File: src/hdl/suffix_automaton_builder_unit_defines.svh
// Assertion macros used by the top-level file that checks this block.
`ifndef SUFFIX_AUTOMATON_BUILDER_UNIT_DEFINES_SVH
`define SUFFIX_AUTOMATON_BUILDER_UNIT_DEFINES_SVH
`ifndef SYNTHESIS
// Antecedent implies consequent in the same cycle.
`define SAB_ASSERT_SAME(name, clk, rst_n, ante, cons) \
	name: assert property (@(posedge clk) disable iff (!rst_n) (ante) |-> (cons)) \
	else $error("sab assertion failed");
// Antecedent implies consequent in the next cycle.
`define SAB_ASSERT_NEXT(name, clk, rst_n, ante, cons) \
	name: assert property (@(posedge clk) disable iff (!rst_n) (ante) |=> (cons)) \
	else $error("sab assertion failed");
`else
`define SAB_ASSERT_SAME(name, clk, rst_n, ante, cons)
`define SAB_ASSERT_NEXT(name, clk, rst_n, ante, cons)
`endif
`endif

File: src/hdl/sab_pkg.sv
`default_nettype none
package sab_pkg;
	localparam int MAX_STATES_DEF = 2048;
	localparam int ALPHABET_DEF = 26;
	localparam int OP_W = 2;
	localparam int SYM_W = 5;
	localparam int NODE_W = 11;
	localparam int STAT_W = 2;
	localparam int LEN_W = 10;
	localparam int LENGTH_MAX = 1023;

	typedef enum logic [OP_W-1:0] {
		OP_RESTART    = 2'd0,
		OP_APPEND     = 2'd1,
		OP_READ_TRANS = 2'd2,
		OP_READ_LINK  = 2'd3
	} op_t;

	typedef enum logic [STAT_W-1:0] {
		ST_OK       = 2'd0,
		ST_FULL     = 2'd1,
		ST_BAD_NODE = 2'd2
	} stat_t;

	typedef enum logic [17:0] {
		S_IDLE  = 18'h00001,
		S_INIT  = 18'h00002,
		S_RD    = 18'h00004,
		S_RDW   = 18'h00008,
		S_ALEN  = 18'h00010,
		S_ALENW = 18'h00020,
		S_ACLR  = 18'h00040,
		S_WRD   = 18'h00080,
		S_WCK   = 18'h00100,
		S_QRD   = 18'h00200,
		S_QRD2  = 18'h00400,
		S_QCK   = 18'h00800,
		S_CLNK  = 18'h01000,
		S_CLNK2 = 18'h02000,
		S_CCPY  = 18'h04000,
		S_RRD   = 18'h08000,
		S_RCK   = 18'h10000,
		S_DONE  = 18'h20000
	} step_t;

	typedef struct packed {
		step_t step;
	} cmd_t;

	typedef struct packed {
		logic accept;
		op_t  op;
		logic sym_ok;
		logic full;
		logic in_use;
		logic busy;
		logic out_free;
		logic cnt_last;
		logic cnt_end;
		logic p_zero;
		logic t_zero;
		logic t_is_q;
		logic len_match;
	} sts_t;
endpackage
`default_nettype wire

File: src/hdl/sab_ctrl.sv
`default_nettype none
module sab_ctrl (
	input  wire logic         clk,
	input  wire logic         arst_n,
	input  wire sab_pkg::sts_t sts,
	output sab_pkg::cmd_t     cmd
);
	import sab_pkg::*;

	step_t state_q, state_d;

	// Sequence the operation steps
	always_comb begin
		state_d = state_q;
		case (state_q)
			S_IDLE: begin
				if (sts.accept) begin
					case (sts.op)
						OP_RESTART: state_d = S_INIT;
						OP_APPEND: state_d = (!sts.sym_ok || sts.full) ? S_DONE : S_ALEN;
						default: state_d = sts.in_use ? S_RD : S_DONE;
					endcase
				end
			end
			S_INIT: if (sts.cnt_last) state_d = S_DONE;
			S_RD: state_d = S_RDW;
			S_RDW: state_d = S_DONE;
			S_ALEN: state_d = S_ALENW;
			S_ALENW: state_d = S_ACLR;
			S_ACLR: if (sts.cnt_last) state_d = S_WRD;
			S_WRD: state_d = sts.p_zero ? S_DONE : S_WCK;
			S_WCK: state_d = sts.t_zero ? S_WRD : S_QRD;
			S_QRD: state_d = S_QRD2;
			S_QRD2: state_d = S_QCK;
			S_QCK: state_d = sts.len_match ? S_DONE : S_CLNK;
			S_CLNK: state_d = S_CLNK2;
			S_CLNK2: state_d = S_CCPY;
			S_CCPY: if (sts.cnt_end) state_d = S_RRD;
			S_RRD: state_d = sts.p_zero ? S_DONE : S_RCK;
			S_RCK: state_d = sts.t_is_q ? S_RRD : S_DONE;
			S_DONE: if (!sts.busy || sts.out_free) state_d = S_IDLE;
			default: state_d = S_IDLE;
		endcase
	end

	// Hold the state; come out of reset clearing the root row
	always_ff @(posedge clk or negedge arst_n) begin
		if (!arst_n) begin
			state_q <= S_INIT;
		end else begin
			state_q <= state_d;
		end
	end

	assign cmd.step = state_q;
endmodule
`default_nettype wire

File: config.mk
export PLATFORM = sky130hd
export DESIGN_NAME = sab_ctrl
export DESIGN_NICKNAME = d
export VERILOG_FILES = /design/src/hdl/suffix_automaton_builder_unit_defines.svh /design/src/hdl/sab_pkg.sv /design/src/hdl/sab_ctrl.sv
export SDC_FILE = /design/constraint.sdc
export NUM_CORES = 1
export LEC_CHECK = 0
export BUFFER_PORTS_ARGS = -buffer_cell sky130_fd_sc_hd__buf_4
export CAP_MARGIN = 20
export CORE_AREA = 5 5 55 57
export CTS_BUF_LIST = sky130_fd_sc_hd__clkbuf_4 sky130_fd_sc_hd__clkbuf_8
export CTS_CLUSTER_SIZE = 14
export DETAILED_ROUTE_END_ITERATION = 7
export DIE_AREA = 0 0 60 62
export PLACE_DENSITY = 0.73
export REMOVE_ABC_BUFFERS = 1
export SETUP_SLACK_MARGIN = 0.15
export SYNTH_ARGS = -nofsm -noshare
export SYNTH_HDL_FRONTEND = slang
export SYNTH_SLANG_ARGS = --single-unit
File: constraint.sdc
create_clock -name clk -period 6.65 [get_ports clk]
set_clock_uncertainty 0.15 [all_clocks]
set_input_delay 1.6625 -clock clk [delete_from_list [all_inputs] [get_ports clk]]
set_output_delay 1.6625 -clock clk [all_outputs]
set_load 0.03 [all_outputs]
==> summary.txt, run 1 <==
Floorplan
  • Ports: 34
  • # rows: 18
  • CORE AREA: 0.00243 sq mm
  • DIE AREA: 0.00372 sq mm
  • Initial Utilization: 47.3%
  • Chip height: 62 microns
  • Die W: 60 microns

Timing
  • FMAX: 340 MHz
  • RSZ-0062 raised after global routing: false
  • Part of the cycle the worst path needs: 44.2%
  • Final hold slack: 0.468 ns
  • Crit path time final: 2.94 ns
  • Final slew viol count: 0
  • Final setup viols: 0
  • Final TNS setup: 0 ns
  • Slew headroom: 51.0%
  • Worst Tran Pin Value: 0.728 ns
  • Fin. Hold Viols: 0

Place
  • DP Wirelength: 2440 microns
  • GPL Wtd Cong: 0.802
  • IO buf count: 33

GRT
  • Largest net degree at the start of global routing: 19
  • Vias in the first global route: 1053
  • First-pass GRT wire length: 5230 microns
  • Gr ovfl total: 0
  • Gr usage total: 18.7%
  • Initial antenna violation count: 0

Power
  • Max IR drop VDD: 0.194 mV
  • Comb pwr share: 48.2%
  • Int Pwr: 0.225 mW
  • Net Sw Power: 0.174 mW
  • Power share of the sequential group: 36.0%
  • PwrDens: 276 mW/mm^2
  • Post-layout total power: 0.399 mW
  • Sw frac: 43.6%
  • Clk network pwr share: 15.8%
  • Leak: 0.665 nW

CTS
  • TritonCTS clock tree: yes
  • H-tree Lvls: 1
  • # Post-CTS Setup Buffers: 0
  • Clock root buffer: clkbuf_4
  • Worst-skew pair later-pin latency: 0.31 ns
  • Reg clk slew, reported paths: 0.12 ns
  • CTS Buf Count: 3
  • Sink Count: 18
  • Max Root-Sink Buffers: 2
  • # hold bufs at CTS: 0
  • Post-cts sizing count: 0

Routing
  • Pre-Repair DR Iteration Count: 4
  • Antenna Nets Post-Route: 0
  • Initial drt markers: 86
  • Final WL: 3150 microns
  • Vias: 1154
  • Via/cell ratio: 6.04
  • Drt wl/cell: 16.5 microns
  • Post-route DRC: 0

Cells and area
  • Final net count: 178
  • Seq. cell area: 452 sq um
  • Share of cells above drive strength 1: 29.2%
  • Synth-to-layout area growth: 25.7%
  • N_diodes: 0
  • Most frequent cells in the layout: 33 x buf_4, 17 x dfrtp_1, 12 x nor2_1, 11 x nor3_1, 10 x nand2_1
  • Area occupied by multi-input gates: 674 sq um
  • Fill count: 231
  • Max FFs per register: 18
  • Commonest non-fill, non-tap cell in the layout: buf_4

Synthesis
  • Post-Syn Instances: 127
  • Seq/Total Area, Yosys: 39.3%
  • Multiplexer area fraction after synthesis: 1.31%
  • Cell variety after synth: 41
  • Synth Cell Area: 0.00115 sq mm
  • Synth Area per Inst: 9.05 sq um
  • Yosys reg bits: 18
  • Main combinational cell family by area after synthesis: simple AND/OR/NAND/NOR gates
  • Yosys warns: 0
  • Compound-Gate Fraction of Synth Area: 12.4%
  • Post-synthesis simple-gate area fraction: 41.1%
  • Post-Synth Adder-Cell Area: 0%
  • XOR/XNOR Fraction of Synth Area: 3.81%

Setup path
  • CP max FO: 7
  • Crit. End Element: flip-flop
  • CP startpoint kind: primary input
  • Worst EP required: 6.72 ns
  • Critical path arrival: 3.01 ns
  • Setup CP Type: in2reg

Run
  • Max Cap Viol: 0

Status
  • Status: finished clean

Worst hold path
  • Tightest Hold Check Type: reg2reg
cells by family after synthesis:
family | count (synthesis)
compound gates | 20
xor+xnor | 5
buf+inv | 4
flops | 18
mux | 1
simple gates | 79
routing by layer:
| metal | track usage, % | up-vias | share of wire [%] |
|---|---|---|---|
| li1 | - | 550 | - |
| met1 | 26.7 | 546 | 44 |
| met2 | 29.2 | 54 | 48 |
| met3 | 3.10 | 4 | 7.2 |
| met4 | 5.38 | 0 | 0.98 |
| met5 | 0 | - | 0 |
cell type report:
cell class / count / share of cell area (%)
clock buffers: 4 / 2.08
inverters: 1 / 0.260
multi-input cells: 105 / 46.7
flip-flops and latches: 18 / 31.3
well taps: 30 / 2.60
repair buffers: 33 / 17.1
stage by stage:
step | utilization, % | setup WS, ns | std cells | instance area, sq um
2_1_floorplan | - | 3.75 | 124 | 1130
3_3_place_gp | 58.2 | 3.55 | 187 | 1420
3_5_place_dp | 58.2 | 3.42 | 187 | 1420
4_1_cts | 59.4 | 3.72 | 191 | 1450
5_1_grt | 59.4 | 3.64 | 191 | 1450
6_report | 59.4 | 3.71 | 191 | 1450
worst paths after layout:
check	startpoint	end	slack (ns)	cells after the start
max	sts[6]	cmd[1]$_DFFE_PN1P_	3.71	6
min	cmd[15]$_DFFE_PN0P_	cmd[13]$_DFFE_PN0P_	0.47	1
max reg2reg	cmd[6]$_DFFE_PN0P_	cmd[1]$_DFFE_PN1P_	3.86	6
min reg2reg	cmd[15]$_DFFE_PN0P_	cmd[13]$_DFFE_PN0P_	0.47	1
max in group asynchronous	arst_n	cmd[1]$_DFFE_PN1P_	5.02	1
min in group asynchronous	arst_n	cmd[16]$_DFFE_PN0P_	1.05	1
synth_stat cells:
cell type	number	area share, %
or4_4	1	0.98
o21ai_1	1	0.43
nand4_1	5	2.7
nor4bb_1	1	0.87
a2111oi_0	1	0.76
nor2b_1	6	3.3
o22ai_1	2	1.1
and4b_1	1	0.87
xnor2_1	3	2.3
dfrtp_1	17	37
mux2_4	1	1.3
or3_1	1	0.54
nand2b_1	4	2.2
o2111ai_1	1	0.76
nor3b_1	1	0.65
or2_2	1	0.54
and3_1	2	1.1
a21oi_1	6	2.6
a32o_1	1	0.87
inv_1	1	0.33
o21bai_1	1	0.65
nand2_1	10	3.3
o21bai_4	1	1.6
nand4b_1	2	1.5
nor4_1	6	3.3
xor2_1	2	1.5
nand3b_1	3	2.0
clkbuf_1	1	0.33
nor3_1	11	4.8
buf_2	1	0.43
nor4_2	2	2.2
and4_1	1	0.76
nand3_1	6	2.6
nor4b_1	1	0.76
o21ai_0	5	2.2
dfstp_2	1	2.3
buf_6	1	0.98
nor4_4	1	1.8
o311ai_2	1	1.4
nor2_1	12	3.9
nand2_2	1	0.54
power by group through the flow:
stage                     sequential (mW)  clock [mW]  combinational, mW
after floorplan                     0.159           0              0.118
after global placement              0.143           0              0.189
after detailed placement            0.145           0              0.190
after CTS                           0.143      0.0634              0.191
after global routing                0.145      0.0680              0.211
final                               0.143      0.0631              0.192
worst max-delay path, cell delays in order:
cell and delay (ns):
buf_4 0.11, nor4bb_1 0.31, nand4b_1 0.22, o311ai_2 0.15, o21bai_4 0.24, mux2_4 0.32
Note: power is estimated with default switching activity, not from simulation.
==> run 2: changes to the inputs <==
==> constraint.sdc (replaced) <==
create_clock -name clk -period 2.95 [get_ports clk]
set_clock_uncertainty 0.15 [all_clocks]
set_input_delay 0.7375 -clock clk [delete_from_list [all_inputs] [get_ports clk]]
set_output_delay 0.7375 -clock clk [all_outputs]
set_load 0.03 [all_outputs]
==> run 2 against run 1 <==
  * Largest power group unchanged
  * Worst hold slack got worse by 0.33 ns
  * Critical path depth grew 1
  * Highest routed layer unchanged
  * First-iteration DRC count shrank 53%
  * Sequential share of layout area fell by 0.48 points
  * Clock power rose by 120%
==> summary.txt, run 2 (synthesized netlist as in run 1, its figures left out) <==
Status
  • Status: finished clean

Timing
  • FMAX: 376 MHz
  • Worst Tran Pin Value: 0.535 ns (-0.193 ns)
  • Final slew viol count: 0 (unchanged)
  • Final setup margin: 0.292 ns (-3.42 ns)
  • RSZ-0062 raised after global routing: false
  • Final setup viols: 0 (unchanged)
  • Slew headroom: 64.0% (+13 points)
  • Final TNS setup: 0 ns (unchanged)
  • Part of the cycle the worst path needs: 90.1%
  • Fin. Hold Viols: 0 (unchanged)
  • Crit path time final: 2.66 ns

Place
  • GPL Wtd Cong: 0.788 (-1.7%)
  • DP Wirelength: 2470 microns (+1.3%)
  • Worst slack at placement: 0.186 ns (-3.23 ns)
  • IO buf count: 33 (unchanged)

Power
  • PwrDens: 613 mW/mm^2 (+120%)
  • Max IR drop VDD: 0.409 mV (+110%)
  • Leak: 0.678 nW (+1.9%)
  • Clk network pwr share: 15.3% (-0.5 points)
  • Net Sw Power: 0.388 mW (+120%)
  • Int Pwr: 0.512 mW (+130%)
  • Comb pwr share: 48.9% (+0.7 points)
  • Sw frac: 43.1% (-0.42 points)
  • Power share of the sequential group: 35.8% (-0.2 points)

Floorplan
  • Ports: 34 (unchanged)
  • # rows: 18 (unchanged)
  • Die W: 60 microns (unchanged)
  • DIE AREA: 0.00372 sq mm (unchanged)
  • Initial Utilization: 47.3% (unchanged)
  • CORE AREA: 0.00243 sq mm (unchanged)
  • Chip height: 62 microns (unchanged)

CTS
  • Worst-skew pair later-pin latency: 0.29 ns (-0.02 ns)
  • Max Root-Sink Buffers: 2 (unchanged)
  • Sink Count: 18 (unchanged)
  • # hold bufs at CTS: 0 (unchanged)
  • H-tree Lvls: 1 (unchanged)
  • Reg clk slew, reported paths: 0.10 ns (-0.02 ns)
  • CTS Buf Count: 3 (unchanged)
  • Clock root buffer: clkbuf_4
  • TritonCTS clock tree: yes

Setup path
  • CP max FO: 8 (+1)
  • Crit. End Element: flip-flop
  • Worst EP required: 3.03 ns (-3.69 ns)
  • CP startpoint kind: flip-flop
  • Critical path arrival: 2.74 ns (-0.27 ns)
  • Setup CP Type: reg2reg

Cells and area
  • Seq. cell area: 452 sq um (unchanged)
  • Fill count: 220 (-4.8%)
  • Commonest non-fill, non-tap cell in the layout: buf_4
  • Synth-to-layout area growth: 27.6%
  • Area occupied by multi-input gates: 674 sq um (unchanged)
  • Max FFs per register: 18 (unchanged)
  • Final net count: 181 (+1.7%)
  • Share of cells above drive strength 1: 30.5% (+1.3 points)
  • Most frequent cells in the layout: 36 x buf_4, 17 x dfrtp_1, 12 x nor2_1, 11 x nor3_1, 10 x nand2_1
  • N_diodes: 0 (unchanged)

Routing
  • Initial drt markers: 40 (-53%)
  • Final WL: 3110 microns (-1.3%)
  • Post-route DRC: 0 (unchanged)
  • Pre-Repair DR Iteration Count: 4 (unchanged)
  • Antenna Nets Post-Route: 0 (unchanged)
  • Drt wl/cell: 16.0 microns (-2.9%)
  • Via/cell ratio: 5.98 (-0.95%)
  • Vias: 1161 (+0.61%)

Worst hold path
  • Tightest Hold Check Type: in2async

GRT
  • Gr ovfl total: 0 (unchanged)
  • Gr usage total: 18.2% (-0.45 points)
  • Vias in the first global route: 1062 (+0.85%)
  • Initial antenna violation count: 0 (unchanged)
  • Largest net degree at the start of global routing: 19 (unchanged)
  • First-pass GRT wire length: 4950 microns (-5.3%)

Run
  • Max Cap Viol: 0 (unchanged)
## run 2: changes by cell type in the layout (fill, tap and decap cells not counted), sizes merged
cell | before | now
buf | 33 | 36
## run 2: cell type report
cell class / instances / share of cell area [%]
multi-input cells: 105 / 46.0
flip-flops and latches: 18 / 30.8
repair buffers: 36 / 18.4
well taps: 30 / 2.56
clock buffers: 4 / 2.05
inverters: 1 / 0.256
## run 2: worst paths after layout
kind | startpoint | to | slack [ns] | cells after the start
min in group clk | sts[2] | cmd[9]$_DFFE_PN0P_ | 0.43 | 2
max | cmd[16]$_DFFE_PN0P_ | cmd[1]$_DFFE_PN1P_ | 0.29 | 7
min | arst_n | cmd[6]$_DFFE_PN0P_ | 0.14 | 1
max reg2reg | cmd[16]$_DFFE_PN0P_ | cmd[1]$_DFFE_PN1P_ | 0.29 | 7
min reg2reg | cmd[11]$_DFFE_PN0P_ | cmd[10]$_DFFE_PN0P_ | 0.44 | 1
max in group asynchronous | arst_n | cmd[1]$_DFFE_PN1P_ | 2.25 | 1
## run 2: power groups by stage
stage | Sequential, mW | Combinational, mW | Clock [mW]
2_1_floorplan | 0.358 | 0.267 | 0
3_3_place_gp | 0.321 | 0.425 | 0
3_5_place_dp | 0.326 | 0.432 | 0
4_1_cts | 0.321 | 0.433 | 0.141
5_1_grt | 0.328 | 0.475 | 0.147
6_report | 0.322 | 0.440 | 0.138
## run 2: through the flow
step / utilization (%) / instances / total power, mW / area, sq um / hold WS [ns]
4_1_cts: 60.0 / 193 / 0.896 / 1460 / 0.140
6_report: 60.3 / 194 / 0.900 / 1470 / 0.139
3_3_place_gp: 58.8 / 189 / 0.745 / 1430 / 0.428
2_1_floorplan: - / 124 / 0.625 / 1130 / 0.292
3_5_place_dp: 58.8 / 189 / 0.758 / 1430 / 0.429
5_1_grt: 60.3 / 194 / 0.949 / 1470 / 0.149
## run 2: routing by layer
metal	GRT usage (%)	vias up	share of wire, %
met5	0	-	0
met4	6.65	0	1.6
met3	2.69	5	6.2
met2	29.8	44	48
met1	24.6	558	45
li1	-	554	-
## run 2: timing repair
action / in CTS / in global routing
buffers inserted: 0 / 1
gates resized for setup: 0 / 0
hold endpoints to repair: 0 / 0
setup endpoints to repair: 0 / 1
## run 2: critical path, stage by stage (launching register included)
cell      delay, ns
dfrtp_1        0.49
nor4_4         0.29
buf_4          0.19
nand2_2        0.09
or4_4          0.52
o311ai_2       0.31
o21bai_4       0.22
mux2_4         0.32
==> run 3: changes to the inputs <==
--- a/config.mk
+++ b/config.mk
@@ -14,7 +14,7 @@
 export DIE_AREA = 0 0 60 62
 export PLACE_DENSITY = 0.73
 export REMOVE_ABC_BUFFERS = 1
-export SETUP_SLACK_MARGIN = 0.15
+export SETUP_SLACK_MARGIN = 0.4
 export SYNTH_ARGS = -nofsm -noshare
 export SYNTH_HDL_FRONTEND = slang
 export SYNTH_SLANG_ARGS = --single-unit
==> constraint.sdc (replaced) <==
create_clock -name clk -period 2.7 [get_ports clk]
set_clock_uncertainty 0.15 [all_clocks]
set_input_delay 0.675 -clock clk [delete_from_list [all_inputs] [get_ports clk]]
set_output_delay 0.675 -clock clk [all_outputs]
set_load 0.03 [all_outputs]
==> run 3 against run 2 <==
  * Maximum frequency rose by 15%
  * Sequential share of layout area fell by 3.7 points
  * Critical endpoint unchanged
  * Largest cell class unchanged
  * Largest power group unchanged
  * Critical path type unchanged
  * Die area unchanged
  * First-iteration DRC count increased to 2.7 times the previous value
  * Highest routed layer unchanged
==> summary.txt, run 3 (synthesized netlist as in run 1, its figures left out) <==
Place
  • GPL Wtd Cong: 0.834 (+5.8%)
  • DP Wirelength: 2540 microns (+2.9%)
  • Placed Cells: 196 (+3.7%)
  • IO buf count: 33 (unchanged)

Cells and area
  • Most frequent cells in the layout: 55 x buf_4, 13 x dfrtp_1, 12 x nor2_1, 10 x nor3_1, 10 x nand2_1
  • Post-Layout Cell Count: 213 (+9.8%)
  • Final net count: 200 (+10%)
  • N_diodes: 0 (unchanged)
  • Share of cells above drive strength 1: 42.6% (+12 points)
  • Fill count: 175 (-20%)
  • Commonest non-fill, non-tap cell in the layout: buf_4
  • Synth-to-layout area growth: 46.6%
  • Max FFs per register: 18 (unchanged)

Timing
  • Final TNS setup: 0 ns (unchanged)
  • Slew headroom: 66.4% (+2.4 points)
  • Worst Tran Pin Value: 0.492 ns (-0.0435 ns)
  • Part of the cycle the worst path needs: 85.3% (-4.8 points)
  • RSZ-0062 raised after global routing: true
  • Fin. Hold Viols: 0 (unchanged)
  • Final setup viols: 0 (unchanged)
  • Final slew viol count: 0 (unchanged)
  • FMAX: 434 MHz (+15%)
  • Crit path time final: 2.30 ns (-0.354 ns)

Floorplan
  • DIE AREA: 0.00372 sq mm (unchanged)
  • CORE AREA: 0.00243 sq mm (unchanged)
  • Ports: 34 (unchanged)
  • Die W: 60 microns (unchanged)
  • Initial Utilization: 47.3% (unchanged)
  • Chip height: 62 microns (unchanged)
  • # rows: 18 (unchanged)

Setup path
  • Worst EP required: 2.79 ns (-0.24 ns)
  • R2R setup slack: 0.40 ns (+0.10 ns)
  • CP max FO: 8 (unchanged)
  • Crit. Startpoint: cmd[4]$_DFFE_PN0P_
  • Worst path slowest cell: dfrtp_1
  • Reg2reg path depth: 6 (-1)
  • Largest stage delay, worst path: 0.51 ns (about the same)
  • Critical path depth: 6 (-1)
  • CP startpoint kind: flip-flop
  • Crit-path cells: nor2_1, nand2_2, or4_4, o311ai_4, o21bai_4, mux2_4
  • R2r endpoint: cmd[1]$_DFFE_PN1P_
  • Buf/Inv on CP: 0 (-1)
  • Crit-path leading delay family: simple AND/OR/NAND/NOR gates
  • RR Startpoint: cmd[4]$_DFFE_PN0P_
  • Critical path arrival: 2.39 ns (-0.35 ns)
  • Crit. End Element: flip-flop
  • CP endpoint: cmd[1]$_DFFE_PN1P_
  • Setup CP Type: reg2reg

CTS
  • Sink Count: 18 (unchanged)
  • Clock root buffer: clkbuf_4
  • TritonCTS clock tree: yes
  • H-tree Lvls: 1 (unchanged)
  • Worst-skew pair later-pin latency: 0.30 ns (about the same)
  • CTS Buf Count: 3 (unchanged)
  • Max Root-Sink Buffers: 2 (unchanged)
  • Reg clk slew, reported paths: 0.11 ns (about the same)

GRT
  • Gr ovfl total: 0 (unchanged)
  • Initial antenna violation count: 0 (unchanged)
  • Gr usage total: 21.4% (+3.1 points)
  • Largest net degree at the start of global routing: 19 (unchanged)
  • First-pass GRT wire length: 5840 microns (+18%)
  • Vias in the first global route: 1240 (+17%)

Routing
  • Antenna Nets Post-Route: 0 (unchanged)
  • Initial drt markers: 109 (+170%)
  • Final WL: 3710 microns (+19%)
  • Via/cell ratio: 6.01 (+0.49%)
  • Vias: 1281 (+10%)
  • Post-route DRC: 0 (unchanged)
  • Pre-Repair DR Iteration Count: 4 (unchanged)
  • Drt wl/cell: 17.4 microns (+8.8%)

Worst hold path
  • Tightest Hold Check Type: in2async

Power
  • Leak: 0.810 nW (+20%)
  • Max IR drop VDD: 0.587 mV (+43%)
  • PwrDens: 681 mW/mm^2 (+11%)

Run
  • Max Cap Viol: 0 (unchanged)

Status
  • Status: finished clean
run 3: cell types whose count changed in the layout (fill, tap and decap cells not counted), moves of 2 or more:
cell	change
buf_4	+19
dfrtp_1	-4
dfrtp_2	+4
nor4_1	-2
nor4_4	+3
run 3: worst min-delay path by stage:
stage,slack [ns],from,end,cells after the start
after detailed placement,0.41,arst_n,cmd[5]$_DFFE_PN0P_,1
after global routing,0.07,arst_n,cmd[5]$_DFFE_PN0P_,1
after floorplan,0.23,arst_n,cmd[0]$_DFFE_PN0P_,0
after global placement,0.41,arst_n,cmd[5]$_DFFE_PN0P_,1
final,0.07,arst_n,cmd[16]$_DFFE_PN0P_,1
after CTS,0.08,arst_n,cmd[16]$_DFFE_PN0P_,1
run 3: timing repair:
action                     in CTS  in global routing
hold buffers                    0                  0
hold endpoints to repair        0                  0
pin swaps                       4                  0
cloned                          0                  0
setup endpoints to repair       6                  7
buffers inserted                9                  4
gates resized for setup         9                  5
run 3: final cells by class:
type	count	area (sq um)	area share [%]
multi-input combinational	105	738	43.8
sequential	18	457	27.1
inverter	1	3.75	0.223
clock buffer	4	36.3	2.15
timing repair buffer	55	413	24.5
tap	30	37.5	2.23
run 3: per-layer routing:
layer / part of all wire (%) / up-vias / routed length [microns] / track usage (%)
met5: 0 / - / 0 / 0
met4: 5.0 / 0 / 185 / 12.0
met3: 7.5 / 19 / 277 / 4.55
met2: 46 / 68 / 1720 / 33.5
met1: 41 / 601 / 1530 / 27.4
li1: - / 593 / - / -
run 3: stage by stage:
stage | instance area, sq um | hold WS [ns] | worst slack, ns | power [mW] | utilization [%]
global placement | 1480 | 0.406 | 0.306 | 0.848 | 61.0
detailed placement | 1480 | 0.407 | 0.255 | 0.852 | 61.0
finish | 1690 | 0.0681 | 0.397 | 1.15 | 69.3
global route | 1690 | 0.0727 | 0.309 | 1.22 | 69.3
floorplan | 1130 | 0.229 | 0.0625 | 0.683 | -
CTS | 1620 | 0.0825 | 0.399 | 1.08 | 66.7
run 3: power breakdown:
part | total, mW | switching (mW) | internal [mW]
logic | 0.622 | 0.338 | 0.284
clock network | 0.172 | 0.0900 | 0.0823
registers | 0.353 | 0.0551 | 0.298
run 3: worst register-to-register path: stages (launching register included):
cell      delay (ns)
dfrtp_1         0.51
nor2_1          0.24
nand2_2         0.10
or4_4           0.51
o311ai_4        0.24
o21bai_4        0.19
mux2_4          0.31
